**config.mk**
```make
export PLATFORM = sky130hd
export DESIGN_NAME = sapa_alu
export DESIGN_NICKNAME = d
export VERILOG_FILES = /design/src/sapa_pkg.sv /design/src/sapa_alu.sv
export SDC_FILE = /design/constraint.sdc
export NUM_CORES = 1
export LEC_CHECK = 0
export BUFFER_PORTS_ARGS = -buffer_cell sky130_fd_sc_hd__buf_2
export CAP_MARGIN = 20
export CORE_MARGIN = 5
export CORE_UTILIZATION = 55
export DETAILED_ROUTE_END_ITERATION = 8
export PLACE_DENSITY = 0.88
export SYNTH_ARGS = -nofsm -noshare
export SYNTH_HDL_FRONTEND = slang
export SYNTH_SLANG_ARGS = --single-unit
```
**constraint.sdc**
```tcl
create_clock -name vclk -period 12.1
set_input_delay 0.605 -clock vclk [all_inputs]
set_output_delay 0.605 -clock vclk [all_outputs]
set_load 0.02 [all_outputs]
```
**src/sapa_pkg.sv**
```systemverilog
`timescale 1ns / 1ps
// Package: sizes, command and status codes, and shared types of the address pool allocator.
package sapa_pkg;

  localparam int POOL_DEPTH = 256;
  localparam int OWNER_BITS = 16;

  // The used bitmap is scanned one chunk per cycle.
  localparam int CHUNK     = 16;
  localparam int CHUNK_W   = $clog2(CHUNK);
  localparam int NCH_MAX   = (POOL_DEPTH + CHUNK - 1) / CHUNK;
  localparam int CH_W      = (NCH_MAX > 1) ? $clog2(NCH_MAX) : 1;
  localparam int PAD_W     = CH_W + CHUNK_W;
  localparam int PAD_DEPTH = NCH_MAX * CHUNK;
  localparam int SIZE_W    = PAD_W + 1;
  localparam int IDX_W     = $clog2(POOL_DEPTH);
  localparam int NV_W      = CH_W + 1;

  localparam logic [1:0] CMD_INIT    = 2'd0;
  localparam logic [1:0] CMD_ACQUIRE = 2'd1;
  localparam logic [1:0] CMD_RELEASE = 2'd2;
  localparam logic [1:0] CMD_SEARCH  = 2'd3;

  localparam logic [2:0] STAT_OK         = 3'd0;
  localparam logic [2:0] STAT_EXHAUSTED  = 3'd1;
  localparam logic [2:0] STAT_OUTSIDE    = 3'd2;
  localparam logic [2:0] STAT_NOT_IN_USE = 3'd3;
  localparam logic [2:0] STAT_BAD_CLIENT = 3'd4;

  localparam logic [1:0] REG_NETWORK_BASE   = 2'd0;
  localparam logic [1:0] REG_HOST_BITS      = 2'd1;
  localparam logic [1:0] REG_SERVER_ADDRESS = 2'd2;

  localparam logic ALU_ADD = 1'b0;
  localparam logic ALU_SUB = 1'b1;

  typedef struct packed {
    logic [31:0] sum;
    logic        in_range;
  } alu_res_t;

  typedef struct packed {
    logic             found;
    logic [PAD_W-1:0] slot;
  } scan_res_t;

  // Number of pool slots: 2^host_bits, host_bits of zero taken as one, capped at the depth.
  function automatic logic [SIZE_W-1:0] pool_size(input logic [3:0] hb);
    logic [3:0]  hb_eff;
    logic [16:0] p;
    hb_eff = (hb == 4'd0) ? 4'd1 : hb;
    p = 17'd1 << hb_eff;
    if (p > 17'(POOL_DEPTH)) begin
      p = 17'(POOL_DEPTH);
    end
    return SIZE_W'(p);
  endfunction

endpackage

```
**src/sapa_alu.sv**
```systemverilog
`timescale 1ns / 1ps
// Shared 32-bit adder/subtractor with a subnet range check against the pool size.
module sapa_alu import sapa_pkg::*; (
  input  logic              op,
  input  logic [31:0]       a,
  input  logic [31:0]       b,
  input  logic [SIZE_W-1:0] size,
  output alu_res_t          res
);

  always_comb begin
    res.sum      = (op == ALU_SUB) ? (a - b) : (a + b);
    res.in_range = res.sum < 32'(size);
  end

endmodule

```
==> reports/metrics.cfg <==
[pwr]
total_power_w=0.000306
peakVddDrop_mv=0.0458
p_per_area_mw_per_mm2=91.2
p_leak_nw=1.64

[critical_path]
startpoint_type=input pin
critical_path_arrival_ns=5.79
critPathCaptureType=output port
cpMostUsedCell=nor4_1
path_buf_inv=2
slowest_delay_ns=0.62
path_cells=buf_2 -> nor2_1 -> nand2_1 -> nor4_1 -> and2_1 -> nor4b_1 -> a21oi_1 -> xnor2_1 -> ha_1 -> nand2_1 -> o21ai_0 -> a21oi_1 -> and3_1 -> or4_1 -> nor4_1 -> nor4b_1 -> nand4b_1 -> nor4_1 -> nor4b_2 -> buf_2
worst-setup-path-type=input pin to output port
crit_fanout=5
cpMaxStageDelayCell=nor4b_1
cp_top_family=simple AND/OR/NAND/NOR gates
cp.required_ns=11.49

[sta]
rsz0062_at_grt=no
period_share=0.529
fin_crit_ns=6.40
finalSetupViolCount=0
maxSlewHeadroom=0.465
worst_pin_slew_ns=0.782
slew_violations=0
fin_ws_ns=5.70
max_freq_mhz=156
fin_setup_tns_ns=0
hold_viol=0

[die]
initial_core_util=0.556
fp.coreArea_mm2=0.00501
rows=26
io_pins=107
die_h_um=81.2
die_w_um=81.2
die_area_mm2=0.00659

[layout]
fin_util=0.670
n_sequential_cell=0
layout_commonest_cell=buf_2
drive_gt1_frac=0.227
final_cell_mix=107 x buf_2, 52 x a21oi_1, 45 x xnor2_1
finalNetCount=628
antenna_cells=0
n_clock_buffer=0
regArea_um2=0
area_delta_synth_final_pct=20.5

[routing]
viasPerCell=5.85
drc_errors=0
wl_per_cell_um=14.4
drt_iter0_markers=292
via_count=3396
dr.pass1.iters=5
ant_nets=0
wirelength_um=8380

[logic_synthesis]
muxShareOfSynthArea=0.0301
synth_compound_area_frac=0.298
syn_area_per_cell_um2=6.69
synth.top_cell.area_share=0.180
ys_warn_count=0
yosysTopAreaCell=ha_1
synth_top_family_by_area=compound AO/OA/AOI/OAI gates
syn-num-nets=532
seq_area_frac_synth=0
syn_inst=417
netlist-cell-type-count=55
synth_simple_gate_area_share=0.256
syn_area_mm2=0.00279
synthAdderAreaFrac=0.187
synth_area_leaders=ha_1 18%, xnor2_1 14%, a21oi_1 9.3%, nor2_1 5.5%, nand2_1 4.2%
synth_xor_xnor_area_share=0.170

[cts]
ctsHoldBuffers=0
cts_resized=0
post_cts_buffers=0

[global_route]
grt_overflow=0
grt_pass1_vias=3107
antenna_found_initial=0
grt_max_degree=32
grt_usage=0.252
grt_pass1_wl_um=13800

[placement]
io_buffers=107
gp_congestion=0.932
post-place-ws_ns=5.85
dp_hpwl_um=7310

[outcome]
status=completed

[run]
maxCapViolCount=0

[min_path]
hold_path_class=input pin to output port

## synth_stat cells (2+ instances only)
master     count
a21oi_1       52
xnor2_1       45
nor2_1        41
ha_1          40
nand2_1       31
inv_1         30
o21ai_0       15
nor3_1        13
a21o_1        10
and3_1         9
clkbuf_1       9
xor2_1         9
nand3_1        8
o21a_1         7
a31oi_1        6
nor2b_1        6
nor4_1         6
mux2i_1        5
nand4_1        5
nand2b_1       4
o211ai_1       4
o21ai_1        4
o21bai_1       4
or4_1          4
a211oi_1       3
a21boi_0       3
a41oi_1        3
and2_1         3
buf_2          3
mux2_2         3
o31ai_1        3
a2111oi_0      2
a211o_1        2
a21boi_1       2
nor4b_1        2
nor4b_2        2
## final timing paths
check  depth (start not counted)      to  slack, ns  start
min                            4  res[1]       1.65   b[0]
max                           20  res[0]       5.70   b[3]
## layout make-up
type                       instances  area (µm²)
fill                             485        1650
inverter                          30         113
multi-input combinational        374        2620
tap                               70        87.6
timing repair buffer             107         536
## metal layers
metal	GRT usage	vias up	wire, µm
li1	-	1708	-
met1	0.375	1552	4050
met2	0.418	130	3770
met3	0.00776	6	505
met4	0.0169	0	56
met5	0	-	0
## where the power goes
part           leakage [nW]  internal, W  switching [W]
logic                  1.64     0.000118       0.000188
registers                 0            0              0
clock network             0            0              0
## kinds of logic (layout without fill, tap and decap cells)
logic type,after synthesis,in the layout
simple gates,140,140
xor+xnor,54,54
mux,8,8
compound gates,131,131
fa+ha+maj,41,41
buf+inv,43,137
## tightest hold or removal path: cells and delay by family
family | cells | cell delay, ns
fa+ha+maj | 1 | 0.15
buf+inv | 3 | 0.29
## metrics by stage
stage | cell area, µm² | hold slack [ns] | cells
2_1_floorplan | 2790 | 1.41 | 417
3_3_place_gp | 3360 | 1.62 | 581
3_5_place_dp | 3360 | 1.66 | 581
4_1_cts | 3360 | 1.66 | 581
5_1_grt | 3360 | 1.70 | 581
6_report | 3360 | 1.65 | 581
(Power assumes the default switching activity.)
