===== src/sapa_pkg.sv =====
`timescale 1ns / 1ps
// Package: sizes, command and status codes, and shared types of the address pool allocator.
package sapa_pkg;

  localparam int POOL_DEPTH = 256;
  localparam int OWNER_BITS = 16;

  // The used bitmap is scanned one chunk per cycle.
  localparam int CHUNK     = 16;
  localparam int CHUNK_W   = $clog2(CHUNK);
  localparam int NCH_MAX   = (POOL_DEPTH + CHUNK - 1) / CHUNK;
  localparam int CH_W      = (NCH_MAX > 1) ? $clog2(NCH_MAX) : 1;
  localparam int PAD_W     = CH_W + CHUNK_W;
  localparam int PAD_DEPTH = NCH_MAX * CHUNK;
  localparam int SIZE_W    = PAD_W + 1;
  localparam int IDX_W     = $clog2(POOL_DEPTH);
  localparam int NV_W      = CH_W + 1;

  localparam logic [1:0] CMD_INIT    = 2'd0;
  localparam logic [1:0] CMD_ACQUIRE = 2'd1;
  localparam logic [1:0] CMD_RELEASE = 2'd2;
  localparam logic [1:0] CMD_SEARCH  = 2'd3;

  localparam logic [2:0] STAT_OK         = 3'd0;
  localparam logic [2:0] STAT_EXHAUSTED  = 3'd1;
  localparam logic [2:0] STAT_OUTSIDE    = 3'd2;
  localparam logic [2:0] STAT_NOT_IN_USE = 3'd3;
  localparam logic [2:0] STAT_BAD_CLIENT = 3'd4;

  localparam logic [1:0] REG_NETWORK_BASE   = 2'd0;
  localparam logic [1:0] REG_HOST_BITS      = 2'd1;
  localparam logic [1:0] REG_SERVER_ADDRESS = 2'd2;

  localparam logic ALU_ADD = 1'b0;
  localparam logic ALU_SUB = 1'b1;

  typedef struct packed {
    logic [31:0] sum;
    logic        in_range;
  } alu_res_t;

  typedef struct packed {
    logic             found;
    logic [PAD_W-1:0] slot;
  } scan_res_t;

  // Number of pool slots: 2^host_bits, host_bits of zero taken as one, capped at the depth.
  function automatic logic [SIZE_W-1:0] pool_size(input logic [3:0] hb);
    logic [3:0]  hb_eff;
    logic [16:0] p;
    hb_eff = (hb == 4'd0) ? 4'd1 : hb;
    p = 17'd1 << hb_eff;
    if (p > 17'(POOL_DEPTH)) begin
      p = 17'(POOL_DEPTH);
    end
    return SIZE_W'(p);
  endfunction

endpackage


===== src/sapa_owner_ram.sv =====
`timescale 1ns / 1ps
// Owner id memory: one write port, one read port with registered read data.
module sapa_owner_ram import sapa_pkg::*; (
  input  logic                  clk,
  input  logic                  wr_en,
  input  logic [IDX_W-1:0]      wr_addr,
  input  logic [OWNER_BITS-1:0] wr_data,
  input  logic                  rd_en,
  input  logic [IDX_W-1:0]      rd_addr,
  output logic [OWNER_BITS-1:0] rd_data
);

  logic [OWNER_BITS-1:0] mem [POOL_DEPTH];

  always_ff @(posedge clk) begin
    if (wr_en) begin
      mem[wr_addr] <= wr_data;
    end
    if (rd_en) begin
      rd_data <= mem[rd_addr];
    end
  end

endmodule


===== config.mk =====
export PLATFORM = sky130hd
export DESIGN_NAME = sapa_owner_ram
export DESIGN_NICKNAME = d
export VERILOG_FILES = /design/src/sapa_pkg.sv /design/src/sapa_owner_ram.sv
export SDC_FILE = /design/constraint.sdc
export NUM_CORES = 2
export LEC_CHECK = 0
export ABC_CLOCK_PERIOD_IN_PS = 2950
export BUFFER_PORTS_ARGS = -buffer_cell sky130_fd_sc_hd__buf_2
export CORE_UTILIZATION = 35
export DETAILED_ROUTE_END_ITERATION = 16
export PLACE_DENSITY_LB_ADDON = 0.3
export SLEW_MARGIN = 10
export SYNTH_ARGS = -nofsm -noshare
export SYNTH_HDL_FRONTEND = slang
export SYNTH_SLANG_ARGS = --single-unit

===== constraint.sdc =====
create_clock -name clk -period 2.95 [get_ports clk]
set_clock_uncertainty 0.2 [all_clocks]
set_input_delay 0.1475 -clock clk [delete_from_list [all_inputs] [get_ports clk]]
set_output_delay 0.1475 -clock clk [all_outputs]
set_load 0.02 [all_outputs]

==> run summary <==
status - complete, no violations
number of synthesis warnings - 0
EDFF count, synth - 4112
R2R cell count - 8
Die X - 676 um
Peak Freq - 0.345 GHz
share of post-route cells with drive strength above 1 - 29.7%
RR Endpoint - rd_data[10]
FF-to-FF Start - mem[0][10]
routed via count - 80600
Rel. slew slack - 21.3%
largest net degree at the start of global routing - 105
core area - 452000 um^2
Syn Nets - 7395
final worst path period share - 98.2%
maxcap violations - 0
Synth cell types - 51
area of the multi-input gates - 33000 um^2
TritonCTS clock tree - built
Port-buffer cells - 50
Initial Utilization - 35.1%
RSZ-0062 raised after global routing - false
global-route wire length before repair - 628000 um
vias per cell - 5.48
area grow syn2layout - 18.1%
Post-CTS Setup Bufs - 0
worst hold path type - in -> reg
synthesized flop and latch total - 4112
vias in the first global route - 81100
initial antenna violation count - 36
Crit. End Element - register
total power divided by cell area - 660 nW/um^2
number of nets with antenna violations after routing - 0
commonest non-fill, non-tap cell in the layout - edfxtp_1
filler cell count in the final layout - 39200
Critical Setup Path Class - reg -> reg
# DRC - 0
commonest cells after routing, fill and taps aside - edfxtp_1, buf_4, mux4_2, mux2i_1, clkbuf_16
row count - 247
asr flop ratio synth - 0%
CTS Buffer Depth - 4
WHS Endpoint - mem[189][4]
htree depth - 5
Hold Violations, Final - 0
syn_area_per_cell - 21.6 um^2
sequential share of the synthesized area - 77.7%
Post-Syn Area - 159000 um^2
die height - 676 um
P_leak - 60.2 nW
Layout Utilization - 41.5%
Tmin final - 2900 ps
wire length per cell - 30.4 um
top_reg_cell synth - edfxtp_1
worst-path fanout max - 1
clk sinks - 4112
Clock Latency Late Sink - 990 ps
Nets - 8423
HPWL after detailed placement - 280000 um
Initial DRC Count - 9510
Inserted Clock Buffers - 412
crit path DAT - 3370 ps
gr usage total - 19.3%
Setup TNS - 0 ps
CP startpoint kind - register
GP Congestion - 0.871
Routed WL - 447000 um
register area - 123000 um^2
Finished Cell Area - 188000 um^2
die area - 457000 um^2
final-report setup violation count - 0
worst-margin pin slew - 1170 ps
clk root buf - clkbuf_16
Critical Path RT - 3430 ps
GR Overflow Total - 0
Clock transition at path regs - 60 ps
Fin Hold WS - 80.4 ps
hold path depth - 2
Final Max Slew Viols - 0
reg-to-reg slack, setup - 50 ps
peak supply drop - 0.504 mV
Mapped Cells - 7360
min-delay src - wr_data[4]
DRT Pass-1 Iters - 10
placed cell areas - 174000 um^2
top-level port count - 51
==> power breakdown <==
group	switching (mW)	total, mW	internal [mW]
registers	0.109	64.5	64.4
clock network	22.2	52.4	30.2
logic	4.26	6.92	2.66
==> through the flow <==
step	std cells	total power, mW	worst slack (ps)
after floorplan	7360	68.9	354
after global placement	13900	72.6	-959
after detailed placement	13900	72.7	-797
after CTS	14700	125	39.3
after global routing	14700	127	6.66
final	14700	124	53.6
==> worst max-delay path, cell delays in order (launching register included) <==
cell	delay [ps]
edfxtp_1	370
mux4_2	470
mux2_2	320
a22oi_1	230
buf_4	190
nand2_1	130
o32ai_1	350
buf_4	260
nor4_1	90
==> layout make-up <==
cell class,count,share of cell area (%)
multi-input cells,2792,17.6
clock inverters,260,1.43
well taps,5976,3.99
inverters,4,0.0147
flip-flops and latches,4112,65.8
repair buffers,1066,5.45
diodes,6,0.00800
clock buffers,495,5.72
==> flip-flops by register name, indices dropped and copies added (netlist names) <==
name	count
rd_data	16
mem	4096
==> per-layer routing <==
layer / part of all wire [%] / up-vias / track usage, %
met2: 49 / 3312 / 31.9
met1: 41 / 43300 / 26.3
met3: 7.3 / 620 / 2.93
li1: - / 33400 / -
met4: 3.3 / 8 / 5.80
met5: 0.011 / - / 0
==> worst max-delay path by stage <==
stage,end,from,slack (ps)
finish,rd_data[10],mem[0][10],50
global route,rd_data[10],mem[23][10],7
CTS,rd_data[1],mem[139][1],40
detailed placement,rd_data[14],rd_addr[0],-800
global placement,rd_data[14],rd_addr[0],-960
floorplan,rd_data[4],rd_addr[0],350
==> what timing repair did <==
item | CTS | global route
pin swaps | 1 | 0
gates resized for setup | 2 | 3
hold buffers | 41 | 0
endpoints found under the setup margin | 1 | 2
endpoints found under the hold margin | 5039 | 0
==> cells in the mapped netlist, types with 17 or more instances <==
cell,n,area (um^2)
a211oi_1,18,135
a21oi_1,175,876
a221oi_1,28,245
a22o_1,32,280
a22oi_1,43,323
buf_1,27,101
buf_2,76,380
buf_4,26,195
buf_6,77,867
clkbuf_1,230,863
edfxtp_1,4112,123000
mux2_2,88,991
mux2i_1,565,5660
mux4_2,797,17900
nand2_1,38,143
nand3_1,35,175
nand4_1,26,163
nor2_1,304,1140
nor3_1,92,460
nor4_1,17,106
o21ai_0,37,185
o221ai_1,252,2210
o22ai_1,148,926
o32ai_1,20,175
==> cells by family (layout without fill, tap and decap cells) <==
group	after synthesis	count (layout)	share of synthesized area, %
flops	4112	4112	77.7
compound gates	786	786	3.53
simple gates	556	556	1.57
mux	1450	1450	15.5
buf+inv	456	1825	1.69
other cells	0	6	0
No activity file was read; power rests on OpenSTA's default activity.
