## src/sapa_pkg.sv

```systemverilog
`timescale 1ns / 1ps
// Package: sizes, command and status codes, and shared types of the address pool allocator.
package sapa_pkg;

  localparam int POOL_DEPTH = 256;
  localparam int OWNER_BITS = 16;

  // The used bitmap is scanned one chunk per cycle.
  localparam int CHUNK     = 16;
  localparam int CHUNK_W   = $clog2(CHUNK);
  localparam int NCH_MAX   = (POOL_DEPTH + CHUNK - 1) / CHUNK;
  localparam int CH_W      = (NCH_MAX > 1) ? $clog2(NCH_MAX) : 1;
  localparam int PAD_W     = CH_W + CHUNK_W;
  localparam int PAD_DEPTH = NCH_MAX * CHUNK;
  localparam int SIZE_W    = PAD_W + 1;
  localparam int IDX_W     = $clog2(POOL_DEPTH);
  localparam int NV_W      = CH_W + 1;

  localparam logic [1:0] CMD_INIT    = 2'd0;
  localparam logic [1:0] CMD_ACQUIRE = 2'd1;
  localparam logic [1:0] CMD_RELEASE = 2'd2;
  localparam logic [1:0] CMD_SEARCH  = 2'd3;

  localparam logic [2:0] STAT_OK         = 3'd0;
  localparam logic [2:0] STAT_EXHAUSTED  = 3'd1;
  localparam logic [2:0] STAT_OUTSIDE    = 3'd2;
  localparam logic [2:0] STAT_NOT_IN_USE = 3'd3;
  localparam logic [2:0] STAT_BAD_CLIENT = 3'd4;

  localparam logic [1:0] REG_NETWORK_BASE   = 2'd0;
  localparam logic [1:0] REG_HOST_BITS      = 2'd1;
  localparam logic [1:0] REG_SERVER_ADDRESS = 2'd2;

  localparam logic ALU_ADD = 1'b0;
  localparam logic ALU_SUB = 1'b1;

  typedef struct packed {
    logic [31:0] sum;
    logic        in_range;
  } alu_res_t;

  typedef struct packed {
    logic             found;
    logic [PAD_W-1:0] slot;
  } scan_res_t;

  // Number of pool slots: 2^host_bits, host_bits of zero taken as one, capped at the depth.
  function automatic logic [SIZE_W-1:0] pool_size(input logic [3:0] hb);
    logic [3:0]  hb_eff;
    logic [16:0] p;
    hb_eff = (hb == 4'd0) ? 4'd1 : hb;
    p = 17'd1 << hb_eff;
    if (p > 17'(POOL_DEPTH)) begin
      p = 17'(POOL_DEPTH);
    end
    return SIZE_W'(p);
  endfunction

endpackage

```

## src/sapa_scan.sv

```systemverilog
`timescale 1ns / 1ps
// Free slot finder for one chunk of the used bitmap, with round-robin window limits.
module sapa_scan import sapa_pkg::*; (
  input  logic [CHUNK-1:0]  bits,
  input  logic [CH_W-1:0]   chunk,
  input  logic [SIZE_W-1:0] size,
  input  logic [SIZE_W-1:0] start,
  input  logic              first,
  input  logic              last,
  output scan_res_t         res
);

  logic [CHUNK-1:0] ok;

  // On the first visit only slots at or past the start count; on the wrap-around
  // visit of the same chunk only slots before the start count.
  always_comb begin
    for (int j = 0; j < CHUNK; j++) begin
      ok[j] = !bits[j]
              && (SIZE_W'({chunk, CHUNK_W'(j)}) < size)
              && (!first || (SIZE_W'({chunk, CHUNK_W'(j)}) >= start))
              && (!last || (SIZE_W'({chunk, CHUNK_W'(j)}) < start));
    end
  end

  always_comb begin
    res.found = |ok;
    res.slot  = {chunk, CHUNK_W'(0)};
    for (int j = CHUNK - 1; j >= 0; j--) begin
      if (ok[j]) begin
        res.slot = {chunk, CHUNK_W'(j)};
      end
    end
  end

endmodule

```

## config.mk

```make
export PLATFORM = sky130hd
export DESIGN_NAME = sapa_scan
export DESIGN_NICKNAME = d
export VERILOG_FILES = /design/src/sapa_pkg.sv /design/src/sapa_scan.sv
export SDC_FILE = /design/constraint.sdc
export NUM_CORES = 1
export LEC_CHECK = 0
export ABC_AREA = 1
export BUFFER_PORTS_ARGS = -buffer_cell sky130_fd_sc_hd__buf_2
export CORE_MARGIN = 3
export CORE_UTILIZATION = 52
export DETAILED_ROUTE_END_ITERATION = 8
export GPL_TIMING_DRIVEN = 0
export PLACE_DENSITY = 0.94
export SLEW_MARGIN = 10
export SYNTH_ARGS = -nofsm -noshare
export SYNTH_HDL_FRONTEND = slang
export SYNTH_SLANG_ARGS = --single-unit
```

## constraint.sdc

```tcl
create_clock -name vclk -period 3.6
set_clock_uncertainty 0.2 [all_clocks]
set_input_delay 0.72 -clock vclk [all_inputs]
set_output_delay 0.72 -clock vclk [all_outputs]
set_load 0.05 [all_outputs]
```

==> metrics.cfg, run 1 <==
[placed_design]
detailed_place_hpwl_um=3030
gpl.final_weighted_congestion=0.933
port_buffers=48
postPlaceCellArea_um2=1520

[die]
rows=16
io_pins=49
fp.dieH_um=54.6
start_util_pct=58.3
die_w_um=54.6

[sta]
grt_repair_worst_endpoint=res[0]
timing.repair.worst_endpoint_type=top-level output

[run_status]
status=did not finish
stop_stage=global routing
error=[ERROR DPL-0038] Utilization greater than 100%, impossible to legalize

[cts]
postCtsHoldBufs=0

[logic_synthesis]
synth_warnings=0
synthMostInstantiatedCell=sky130_fd_sc_hd__nand2_1
synth_fp_nets=298
yosys.cell_types.count=27
synthTopCellsByArea=sky130_fd_sc_hd__nand2_1 (24%), sky130_fd_sc_hd__inv_1 (13%), sky130_fd_sc_hd__nor2_1 (12%), sky130_fd_sc_hd__ha_1 (10%), sky130_fd_sc_hd__nand3_1 (5.7%)
post_synth.cell_area_avg_um2=4.94
synth_common_cells=sky130_fd_sc_hd__nand2_1 (78), sky130_fd_sc_hd__inv_1 (42), sky130_fd_sc_hd__nor2_1 (40)
synth.cell_area_um2=1230
post_synthesis_cell_count=248
synth_largest_area_cell=sky130_fd_sc_hd__nand2_1
yosysSeqAreaShare_pct=0
netlist.area_leader.share_pct=23.9

[grt]
largest_net_degree_at_the_start_of_global_routing=11

what timing repair did:
action | in CTS
cloned | 1
gates resized for setup | 63
pin swaps | 24
setup endpoints to repair | 5
buffers inserted | 9
cells by family after synthesis:
kind of cell | count (synthesis) | synth area share [%]
buffers and inverters | 50 | 18.1
AO/OA/AOI/OAI | 38 | 20.7
adder cells (fa/ha/maj) | 10 | 10.2
AND/OR/NAND/NOR | 150 | 51.0
stage by stage:
stage	cells	worst slack (ns)	setup TNS (ns)	hold WS (ns)
4_1_cts	333	-0.211	-0.607	1.66
3_5_place_dp	323	-0.505	-1.71	1.68
3_3_place_gp	323	-0.493	-1.57	1.67
2_1_floorplan	248	-0.0820	-0.129	1.41
==> inputs of run 2 (changes only) <==
--- a/config.mk
+++ b/config.mk
@@ -7,11 +7,11 @@
 export LEC_CHECK = 0
 export ABC_AREA = 1
 export BUFFER_PORTS_ARGS = -buffer_cell sky130_fd_sc_hd__buf_2
-export CORE_MARGIN = 3
-export CORE_UTILIZATION = 52
+export CORE_AREA = 3 3 64 66
 export DETAILED_ROUTE_END_ITERATION = 8
+export DIE_AREA = 0 0 67 69
 export GPL_TIMING_DRIVEN = 0
-export PLACE_DENSITY = 0.94
+export PLACE_DENSITY_LB_ADDON = 0.15
 export SLEW_MARGIN = 10
 export SYNTH_ARGS = -nofsm -noshare
 export SYNTH_HDL_FRONTEND = slang
==> run 2 against run 1 <==
Against the previous run:
- the flow now finishes, with violations (setup timing)
- synthesized cell count unchanged
- synthesized area unchanged
==> metrics.cfg, run 2 <==
[die]
fp.dieH_um=69  ; +26%
io_pins=49  ; unchanged
start_util_pct=33.7  ; -25 points
die_w_um=67  ; +23%
rows=22  ; +6
design.die.area_um2=4620
core-area_um2=3630

[layout]
area.growth.synth_to_final_pct=74.4
post_route_cells_drive_above_1_share_pct=48.7
design.seq.count=0
combined_area_of_the_multi_input_logic_cells_um2=1380
n_antenna_cell=0
final_area_um2=2140
regArea_um2=0
clockBufferCount=0
fin_nets=368
number_of_fill_cells=356
finish.utilization_pct=58.8
final_common_cell=sky130_fd_sc_hd__nand2_1
most_frequent_cells_in_the_layout=sky130_fd_sc_hd__nand2_1 (65), sky130_fd_sc_hd__buf_2 (38), sky130_fd_sc_hd__inv_1 (31)

[route]
drc=0
drt_iter0_markers=116
routed_wl_um=4590
count_of_antenna_violating_nets_left_after_detailed_routing=0
wl_per_cell_um=12.6
routed_via_density=5.06
drt_pass1_iterations=5
via_count=1841

[sta]
holdWs_ns=1.66
timing.setup.tns_ns=-0.747
relSlewSlack_pct=77.4
rsz0062_at_grt=true
final_hold_viol_count=0
fin_crit_ns=3.78
period_utilisation_layout_pct=105
final_critical_path_setup_slack_ns=-0.178
tightestPinTransition_ns=0.338
setup_violations=5
drv_slew=0
max_freq_mhz=265

[grt]
globalRoute.totalOverflow=0
grt.total_usage_pct=19.1
number_of_global_route_vias_before_repair=1751
grt_antenna_before_repair=0
grt_pass1_wl_um=7360
largest_net_degree_at_the_start_of_global_routing=11

[setup_path]
cpPeakStageDelay_ns=0.28
category_of_the_worst_setup_path_launch_point=input pin
cp.arrival_ns=2.86
cpMaxStageDelayCell=sky130_fd_sc_hd__ha_4
end_kind=primary output
cp_max_fo=5
cp-startpoint=chunk[3]
list_of_cells_traversed_by_the_critical_path=buf_4 > ha_4 > inv_4 > nor3_4 > buf_6 > nand4_1 > nand3_2 > nor2_2 > nor4_2 > nand2_1 > nand2_1 > nand2_1 > nand2_1 > nand2_1 > nand2_1 > nand2_1 > nand2_2 > nand2_2 > a21oi_4 > buf_6
cp_data_required_time_ns=2.68
endpoint=res[0]
worst_path_most_repeated_cell=sky130_fd_sc_hd__nand2_1
critical_path_class=in -> out

[logic_synthesis]
synth_warnings=0  ; unchanged
synth_fp_nets=298  ; unchanged
post_synth.cell_area_avg_um2=4.94  ; unchanged
synth_largest_area_cell=sky130_fd_sc_hd__nand2_1
post_synthesis_cell_count=248  ; unchanged
synthTopCellsByArea=sky130_fd_sc_hd__nand2_1 (24%), sky130_fd_sc_hd__inv_1 (13%), sky130_fd_sc_hd__nor2_1 (12%), sky130_fd_sc_hd__ha_1 (10%), sky130_fd_sc_hd__nand3_1 (5.7%)
synth.cell_area_um2=1230  ; unchanged
yosysSeqAreaShare_pct=0  ; unchanged
synth_common_cells=sky130_fd_sc_hd__nand2_1 (78), sky130_fd_sc_hd__inv_1 (42), sky130_fd_sc_hd__nor2_1 (40)
yosys.cell_types.count=27  ; unchanged
synthMostInstantiatedCell=sky130_fd_sc_hd__nand2_1
netlist.area_leader.share_pct=23.9  ; unchanged

[pwr]
power_leakage_nw=1.09
vdd.ir_drop.worst_mv=0.0779
power_density_nw_per_um2=177

[placed_design]
detailed_place_hpwl_um=3250  ; +7.3%
port_buffers=48  ; unchanged
gpl.final_weighted_congestion=0.892  ; -4.4%
postPlaceCellArea_um2=1550  ; +1.7%

[worst_hold_path]
worst_hold_path.num_cells=3
min-delay-path-class=in -> out

[cts]
postCtsHoldBufs=0  ; unchanged

[run_status]
failed_checks=setup timing
status=finished with violations

[run]
max-cap-violations=0

[run 2: cell counts after synthesis]
Identical to the previous run, type by type.
[run 2: worst max-delay path: cells and delay by family]
family                     cells  cell delay, ns
buffers and inverters          4            0.51
and+or+nand+nor               14            1.22
adders and majority gates      1            0.28
AOI/OAI and AO/OA              1            0.14
[run 2: how the worst min path moves through the flow]
stage | from | to | slack, ns
3_3_place_gp | chunk[1] | res[5] | 1.68
2_1_floorplan | chunk[0] | res[4] | 1.41
4_1_cts | chunk[1] | res[5] | 1.66
5_1_grt | chunk[1] | res[5] | 1.67
6_report | chunk[1] | res[5] | 1.66
3_5_place_dp | chunk[1] | res[5] | 1.68
[run 2: cell families (layout without fill, tap and decap cells)]
kind of cell,Yosys count,count (layout),share of synthesized area [%]
adders and majority gates,10,10,10.2
and+or+nand+nor,150,150,51.0
AOI/OAI and AO/OA,38,39,20.7
buffers and inverters,50,117,18.1
[run 2: area by class of cell]
| class | count | share of cell area, % |
|---|---|---|
| well taps | 48 | 2.81 |
| multi-input cells | 199 | 64.3 |
| inverters | 43 | 7.90 |
| plain buffers | 7 | 3.10 |
| repair buffers | 67 | 21.9 |
[run 2: report_power, final]
group / leakage [nW] / total [mW] / switching [mW] / internal [mW]
Clock: 0 / 0 / 0 / 0
Combinational: 1.09 / 0.379 / 0.224 / 0.155
Sequential: 0 / 0 / 0 / 0
Total: 1.09 / 0.379 / 0.224 / 0.155
[run 2: through the flow]
stage,power (mW),setup slack [ns],instances
final,0.379,-0.178,364
after global routing,0.415,-0.368,364
after CTS,0.343,-0.105,359
after detailed placement,0.263,-0.504,344
after global placement,0.263,-0.505,344
after floorplan,0.195,-0.0820,248
[run 2: metal layers]
metal	GRT usage (%)	share of wire, %	vias to the layer above
met1	25.3	42	832
met4	3.38	1.7	0
li1	-	-	945
met2	33.6	51	54
met5	0	0	-
met3	1.14	5.4	10
[run 2: timing repair]
item | in CTS | in global routing
setup buffers | 14 | 5
resized for setup | 83 | 28
cloned | 1 | 0
endpoints found under the setup margin | 5 | 5
pin swaps | 32 | 26
Note: power is estimated with default switching activity, not from simulation.
==> inputs of run 3 (changes only) <==
--- a/config.mk
+++ b/config.mk
@@ -11,7 +11,7 @@
 export DETAILED_ROUTE_END_ITERATION = 8
 export DIE_AREA = 0 0 67 69
 export GPL_TIMING_DRIVEN = 0
-export PLACE_DENSITY_LB_ADDON = 0.15
+export PLACE_DENSITY = 0.55
 export SLEW_MARGIN = 10
 export SYNTH_ARGS = -nofsm -noshare
 export SYNTH_HDL_FRONTEND = slang
==> run 3 against run 2 <==
Against the previous run:
- the run still ends with setup timing left
- power is 3.9% lower
- combinational power is 4% lower
- fmax is 0.46% higher
- setup slack better by 0.017 ns
- clock-buffer cell count stayed put
- critical endpoint unchanged
- highest routed layer unchanged
==> metrics.cfg, run 3 (synthesis gave the netlist of run 2 again) <==
[sta]
setup_violations=5  ; unchanged
drv_slew=0  ; unchanged
rsz0062_at_grt=true
max_freq_mhz=266  ; +0.46%
final_hold_viol_count=0  ; unchanged
relSlewSlack_pct=74.4  ; -3.0 points
fin_crit_ns=3.76  ; -0.0174 ns
final_critical_path_setup_slack_ns=-0.161  ; +0.0174 ns
period_utilisation_layout_pct=104  ; -0.48 points
tightestPinTransition_ns=0.380  ; +0.0419 ns
holdWs_ns=1.66  ; -0.00522 ns

[grt]
globalRoute.totalOverflow=0  ; unchanged
grt.total_usage_pct=18.6  ; -0.52 points
number_of_global_route_vias_before_repair=1602  ; -8.5%
grt_pass1_wl_um=7080  ; -3.8%
grt_antenna_before_repair=0  ; unchanged
largest_net_degree_at_the_start_of_global_routing=11  ; unchanged

[route]
count_of_antenna_violating_nets_left_after_detailed_routing=0  ; unchanged
routed_wl_um=4330  ; -5.7%
wl_per_cell_um=12.0  ; -4.9%
routed_via_density=4.99  ; -1.3%
drt_pass1_iterations=5  ; unchanged
drt_iter0_markers=85  ; -27%
drc=0  ; unchanged
via_count=1802  ; -2.1%

[die]
core-area_um2=3630  ; unchanged
io_pins=49  ; unchanged
design.die.area_um2=4620  ; unchanged
die_w_um=67  ; unchanged
start_util_pct=33.7  ; unchanged
rows=22  ; unchanged
fp.dieH_um=69  ; unchanged

[setup_path]
list_of_cells_traversed_by_the_critical_path=buf_8 > ha_4 > inv_4 > nor3_4 > buf_12 > nand4_1 > nand3_2 > nor2_2 > nor4_2 > nand2_1 > nand2_1 > nand2_1 > nand2_1 > nand2_1 > nand2_1 > nand2_1 > nand2_1 > nand2_2 > a21oi_4 > buf_6
cp.arrival_ns=2.84  ; -0.02 ns
cpMaxStageDelayCell=sky130_fd_sc_hd__ha_4
cpPeakStageDelay_ns=0.27  ; about the same
cp_max_fo=5  ; unchanged
critical_path.top_delay_family=simple AND/OR/NAND/NOR gates
cp_data_required_time_ns=2.68  ; about the same
worst_path_most_repeated_cell=sky130_fd_sc_hd__nand2_1
category_of_the_worst_setup_path_launch_point=input pin
end_kind=primary output
critical_path_class=in -> out
cp_num_buf_inv=4  ; unchanged

[placed_design]
gpl.final_weighted_congestion=0.897  ; +0.65%
port_buffers=48  ; unchanged
detailed_place_hpwl_um=3290  ; +1.2%

[layout]
post_route_cells_drive_above_1_share_pct=43.8  ; -5.0 points
fin_nets=365  ; -0.82%
area.growth.synth_to_final_pct=69.0
number_of_fill_cells=364  ; +2.2%
regArea_um2=0  ; unchanged
clockBufferCount=0  ; unchanged
final_common_cell=sky130_fd_sc_hd__nand2_1
most_frequent_cells_in_the_layout=sky130_fd_sc_hd__nand2_1 (64), sky130_fd_sc_hd__buf_2 (38), sky130_fd_sc_hd__inv_1 (34)
design.seq.count=0  ; unchanged
n_antenna_cell=0  ; unchanged

[worst_hold_path]
hp_start=chunk[1]
hold_end=res[5]
min-delay-path-class=in -> out
worst_hold_path.num_cells=3  ; unchanged

[pwr]
power_density_nw_per_um2=176  ; -0.80%
power.total_mw=0.365  ; -3.9%
vdd.ir_drop.worst_mv=0.0834  ; +7.1%
power.share.combinational_pct=100.0  ; about the same
power.internal_mw=0.148  ; -4.8%
power_leakage_nw=1.07  ; -1.5%
p_seq_share_pct=0  ; unchanged
switching_power_mw=0.217  ; -3.2%
power.share.clock_pct=0  ; unchanged
sw_frac_of_total_pct=59.5  ; +0.39 points

[run_status]
failed_checks=setup timing
status=finished with violations

[cts]
postCtsHoldBufs=0  ; unchanged

[run]
max-cap-violations=0  ; unchanged

[run 3: tightest hold or removal path: cells and delay by family]
family / cells / cell delay (ns)
buffers and inverters: 3 / 0.41
[run 3: metrics by stage]
stage	TNS [ns]	instances	utilization, %	instance area [µm²]	setup WS, ns
after floorplan	-0.129	248	-	1250	-0.0820
after global placement	-1.99	344	42.6	1550	-0.505
after detailed placement	-1.95	344	42.6	1550	-0.511
after CTS	-0.694	356	54.1	1960	-0.165
after global routing	-1.24	361	57.0	2070	-0.330
final	-0.634	361	57.0	2070	-0.161
[run 3: cell type report]
class	count	area, µm²	share of cell area (%)
plain buffers	7	62.6	3.02
inverters	43	171	8.27
multi-input cells	199	1320	63.6
well taps	48	60.1	2.90
repair buffers	64	460	22.2
[run 3: routing by layer]
| layer | vias up | part of all wire [%] | track usage [%] |
|---|---|---|---|
| met3 | 8 | 5.2 | 1.30 |
| li1 | 937 | - | - |
| met2 | 64 | 48 | 31.7 |
| met5 | - | 0 | 0 |
| met1 | 793 | 45 | 25.5 |
| met4 | 0 | 1.6 | 3.15 |
[run 3: what timing repair did]
action / 4_1_cts / 5_1_grt
setup buffers: 10 / 6
cloned: 2 / 0
gates resized for setup: 73 / 28
endpoints found under the setup margin: 5 / 5
pin swaps: 29 / 22
[run 3: worst max-delay path by stage]
stage / start / endpoint / slack, ns / depth (start not counted)
floorplan: start[7] / res[2] / -0.08 / 11
global placement: chunk[0] / res[0] / -0.50 / 24
detailed placement: chunk[0] / res[0] / -0.51 / 24
CTS: chunk[2] / res[2] / -0.16 / 15
global route: chunk[2] / res[0] / -0.33 / 25
finish: chunk[3] / res[0] / -0.16 / 20
[run 3: power by group through the flow]
stage	clock [mW]	combinational [mW]	sequential, mW
2_1_floorplan	0	0.195	0
3_3_place_gp	0	0.263	0
3_5_place_dp	0	0.264	0
4_1_cts	0	0.335	0
5_1_grt	0	0.397	0
6_report	0	0.365	0
==> inputs of run 4 (changes only) <==
--- a/config.mk
+++ b/config.mk
@@ -5,14 +5,14 @@
 export SDC_FILE = /design/constraint.sdc
 export NUM_CORES = 1
 export LEC_CHECK = 0
-export ABC_AREA = 1
 export BUFFER_PORTS_ARGS = -buffer_cell sky130_fd_sc_hd__buf_2
 export CORE_AREA = 3 3 64 66
 export DETAILED_ROUTE_END_ITERATION = 8
 export DIE_AREA = 0 0 67 69
 export GPL_TIMING_DRIVEN = 0
-export PLACE_DENSITY = 0.55
+export PLACE_DENSITY = 0.58
 export SLEW_MARGIN = 10
 export SYNTH_ARGS = -nofsm -noshare
 export SYNTH_HDL_FRONTEND = slang
 export SYNTH_SLANG_ARGS = --single-unit
+export TNS_END_PERCENT = 50
==> run 4 against run 3 <==
Against the previous run:
- the flow still finishes with violations (setup timing)
- die area is the same
- worst hold slack gained 0.0074 ns
- routed wire length grew 14%
- largest cell class unchanged
- power grew 13%
- combinational power grew 13%
- synthesized cell count shrank 17%
- synthesized area grew 7.6%
- critical path depth shrank 9
- highest routed layer unchanged
- global-route usage grew 1.7 points
- final area grew 7.5%
- setup slack lost 0.25 ns
- non-clock buffer count grew 10
==> metrics.cfg, run 4 <==
[grt]
globalRoute.totalOverflow=0  ; unchanged
number_of_global_route_vias_before_repair=1686  ; +5.2%
met1_layer_usage_reported_by_global_route_pct=28.6  ; +3.0 points
grt_pass1_wl_um=7780  ; +9.8%
grt_antenna_before_repair=0  ; unchanged
grt.total_usage_pct=20.3  ; +1.7 points
grt.busiest_layer=met2
grt.met2_usage_pct=35.0  ; +3.4 points
largest_net_degree_at_the_start_of_global_routing=11  ; unchanged
gr-usage-met3_pct=0.651  ; -0.65 points

[logic_synthesis]
synthTopCellsByArea=sky130_fd_sc_hd__ha_1 (9.5%), sky130_fd_sc_hd__a211oi_1 (6.8%), sky130_fd_sc_hd__o21ai_0 (5.3%), sky130_fd_sc_hd__inv_1 (4.8%), sky130_fd_sc_hd__nor2_1 (4.6%)
post_synthesis_cell_count=205  ; -17%
synth_common_cells=sky130_fd_sc_hd__inv_1 (17), sky130_fd_sc_hd__nor2_1 (16), sky130_fd_sc_hd__nand2_1 (14), sky130_fd_sc_hd__o21ai_0 (14), sky130_fd_sc_hd__a211oi_1 (12)
synth_warnings=0  ; unchanged
yosysSeqAreaShare_pct=0  ; unchanged
synthMostInstantiatedCell=sky130_fd_sc_hd__inv_1
synth.cell_area_um2=1320  ; +7.6%
netlist.area_leader.share_pct=9.49  ; -14 points
synth_fp_nets=255  ; -14%
yosys.cell_types.count=52  ; +93%
post_synth.cell_area_avg_um2=6.43  ; +30%
synth_largest_area_cell=sky130_fd_sc_hd__ha_1

[pwr]
power_leakage_nw=0.941  ; -12%
power_density_nw_per_um2=185  ; +5.0%
vdd.ir_drop.worst_mv=0.0907  ; +8.6%

[placed_design]
pre_cts_ws_ns=-0.941  ; -0.430 ns
gpl.final_weighted_congestion=0.854  ; -4.9%
port_buffers=44  ; -8.3%
dpl.cell_count=297  ; -14%
detailed_place_hpwl_um=3530  ; +7.2%

[setup_path]
end_kind=primary output
list_of_cells_traversed_by_the_critical_path=clkbuf_4 > inv_2 > ha_4 > nor2b_4 > nand3_4 > nor3b_2 > o21ai_2 > a31oi_2 > nand3_2 > or4_4 > buf_6
cpPeakStageDelay_ns=0.56  ; +0.29 ns
cp_max_fo=8  ; +3
category_of_the_worst_setup_path_launch_point=input pin
cp_data_required_time_ns=2.68  ; about the same
cpMaxStageDelayCell=sky130_fd_sc_hd__or4_4
critical_path_class=in -> out
cp.arrival_ns=3.09  ; +0.25 ns

[die]
core-area_um2=3630  ; unchanged
rows=22  ; unchanged
io_pins=49  ; unchanged
die_w_um=67  ; unchanged
start_util_pct=36.3  ; +2.5 points
fp.dieH_um=69  ; unchanged
design.die.area_um2=4620  ; unchanged

[worst_hold_path]
min-delay-path-class=in -> out

[layout]
combined_area_of_the_multi_input_logic_cells_um2=1550  ; +18%
number_of_fill_cells=357  ; -1.9%
area.growth.synth_to_final_pct=68.9  ; about the same
most_frequent_cells_in_the_layout=sky130_fd_sc_hd__buf_2 (38), sky130_fd_sc_hd__buf_4 (24), sky130_fd_sc_hd__nand2_1 (14)
layoutNonFillerInstCount=319  ; -12%
post_route_cells_drive_above_1_share_pct=51.7  ; +7.9 points
regArea_um2=0  ; unchanged
clockBufferCount=0  ; unchanged
design.seq.count=0  ; unchanged
n_antenna_cell=0  ; unchanged
final_common_cell=sky130_fd_sc_hd__buf_2
fin_nets=323  ; -12%

[sta]
setup_violations=5  ; unchanged
rsz0062_at_grt=true
final_hold_viol_count=0  ; unchanged
final_critical_path_setup_slack_ns=-0.412  ; -0.252 ns
drv_slew=0  ; unchanged
max_freq_mhz=249  ; -6.3%
period_utilisation_layout_pct=111  ; +7.0 points
fin_crit_ns=4.01  ; +0.252 ns
relSlewSlack_pct=71.5  ; -2.9 points
tightestPinTransition_ns=0.428  ; +0.0480 ns
timing.setup.tns_ns=-1.62  ; -0.990 ns

[route]
drc=0  ; unchanged
routed_wl_um=4930  ; +14%
wl_per_cell_um=15.5  ; +29%
drt_iter0_markers=79  ; -7.1%
count_of_antenna_violating_nets_left_after_detailed_routing=0  ; unchanged
routed_via_density=5.69  ; +14%
via_count=1814  ; +0.67%
drt_pass1_iterations=4  ; -1

[run_status]
status=finished with violations
failed_checks=setup timing

[run]
max-cap-violations=0  ; unchanged

==> run 4: cell types whose count changed after synthesis, sizes merged, moves of 5 or more <==
| cell | previous run | this run |
|---|---|---|
| nand2 | 78 | 14 |
| inv | 43 | 17 |
| nor2 | 40 | 16 |
| a211oi | 0 | 13 |
| o21ai | 9 | 19 |
| and3 | 0 | 5 |
| clkbuf | 0 | 5 |
| nand3 | 14 | 9 |
==> run 4: critical path: cells and delay by family <==
kind	cells	cell delay [ns]
adder cells (fa/ha/maj)	1	0.31
AND/OR/NAND/NOR	5	1.35
buffers and inverters	3	0.37
AO/OA/AOI/OAI	2	0.35
==> run 4: timing repair <==
item                                    CTS  global route
endpoints found under the setup margin    5             5
hold buffers                              0             0
pin swaps                                17            17
gates cloned                              1             0
buffers inserted                         12            11
resized for setup                        60            21
==> run 4: per-layer routing <==
layer  part of all wire, %  wire, µm
met2                    50      2460
met5                     0         0
met1                    45      2220
met4                  0.97        48
met3                   4.2       209
==> run 4: final cells by class <==
type | instances | share of cell area, %
Buffer | 15 | 4.27
Timing Repair Buffer | 66 | 20.3
Multi-Input combinational cell | 173 | 69.7
Tap cell | 48 | 2.70
Inverter | 17 | 2.98
==> run 4: cells by family after synthesis <==
logic type	share of synthesized area [%]
buffers and inverters	11.3
adders and majority gates	9.49
muxes	3.04
and+or+nand+nor	36.6
AOI/OAI and AO/OA	39.6
==> run 4: stage by stage <==
step	utilization (%)	power (mW)	instance area, µm²	hold WS, ns
CTS	57.0	0.376	2070	1.66
global placement	47.2	0.304	1720	1.68
finish	61.3	0.412	2230	1.66
global route	61.3	0.444	2230	1.67
floorplan	-	0.233	1440	1.41
detailed placement	47.2	0.305	1720	1.69
==> run 4: final timing paths <==
path,startpoint,end,slack [ns],depth (start not counted)
worst max-delay path,chunk[0],res[8],-0.41,11
worst min-delay path,chunk[3],res[7],1.66,3
==> run 4: power by group <==
| part | total [mW] | internal [mW] | switching (mW) | leakage, nW |
|---|---|---|---|---|
| sequential | 0 | 0 | 0 | 0 |
| clock | 0 | 0 | 0 | 0 |
| combinational | 0.412 | 0.187 | 0.225 | 0.941 |
| total | 0.412 | 0.187 | 0.225 | 0.941 |
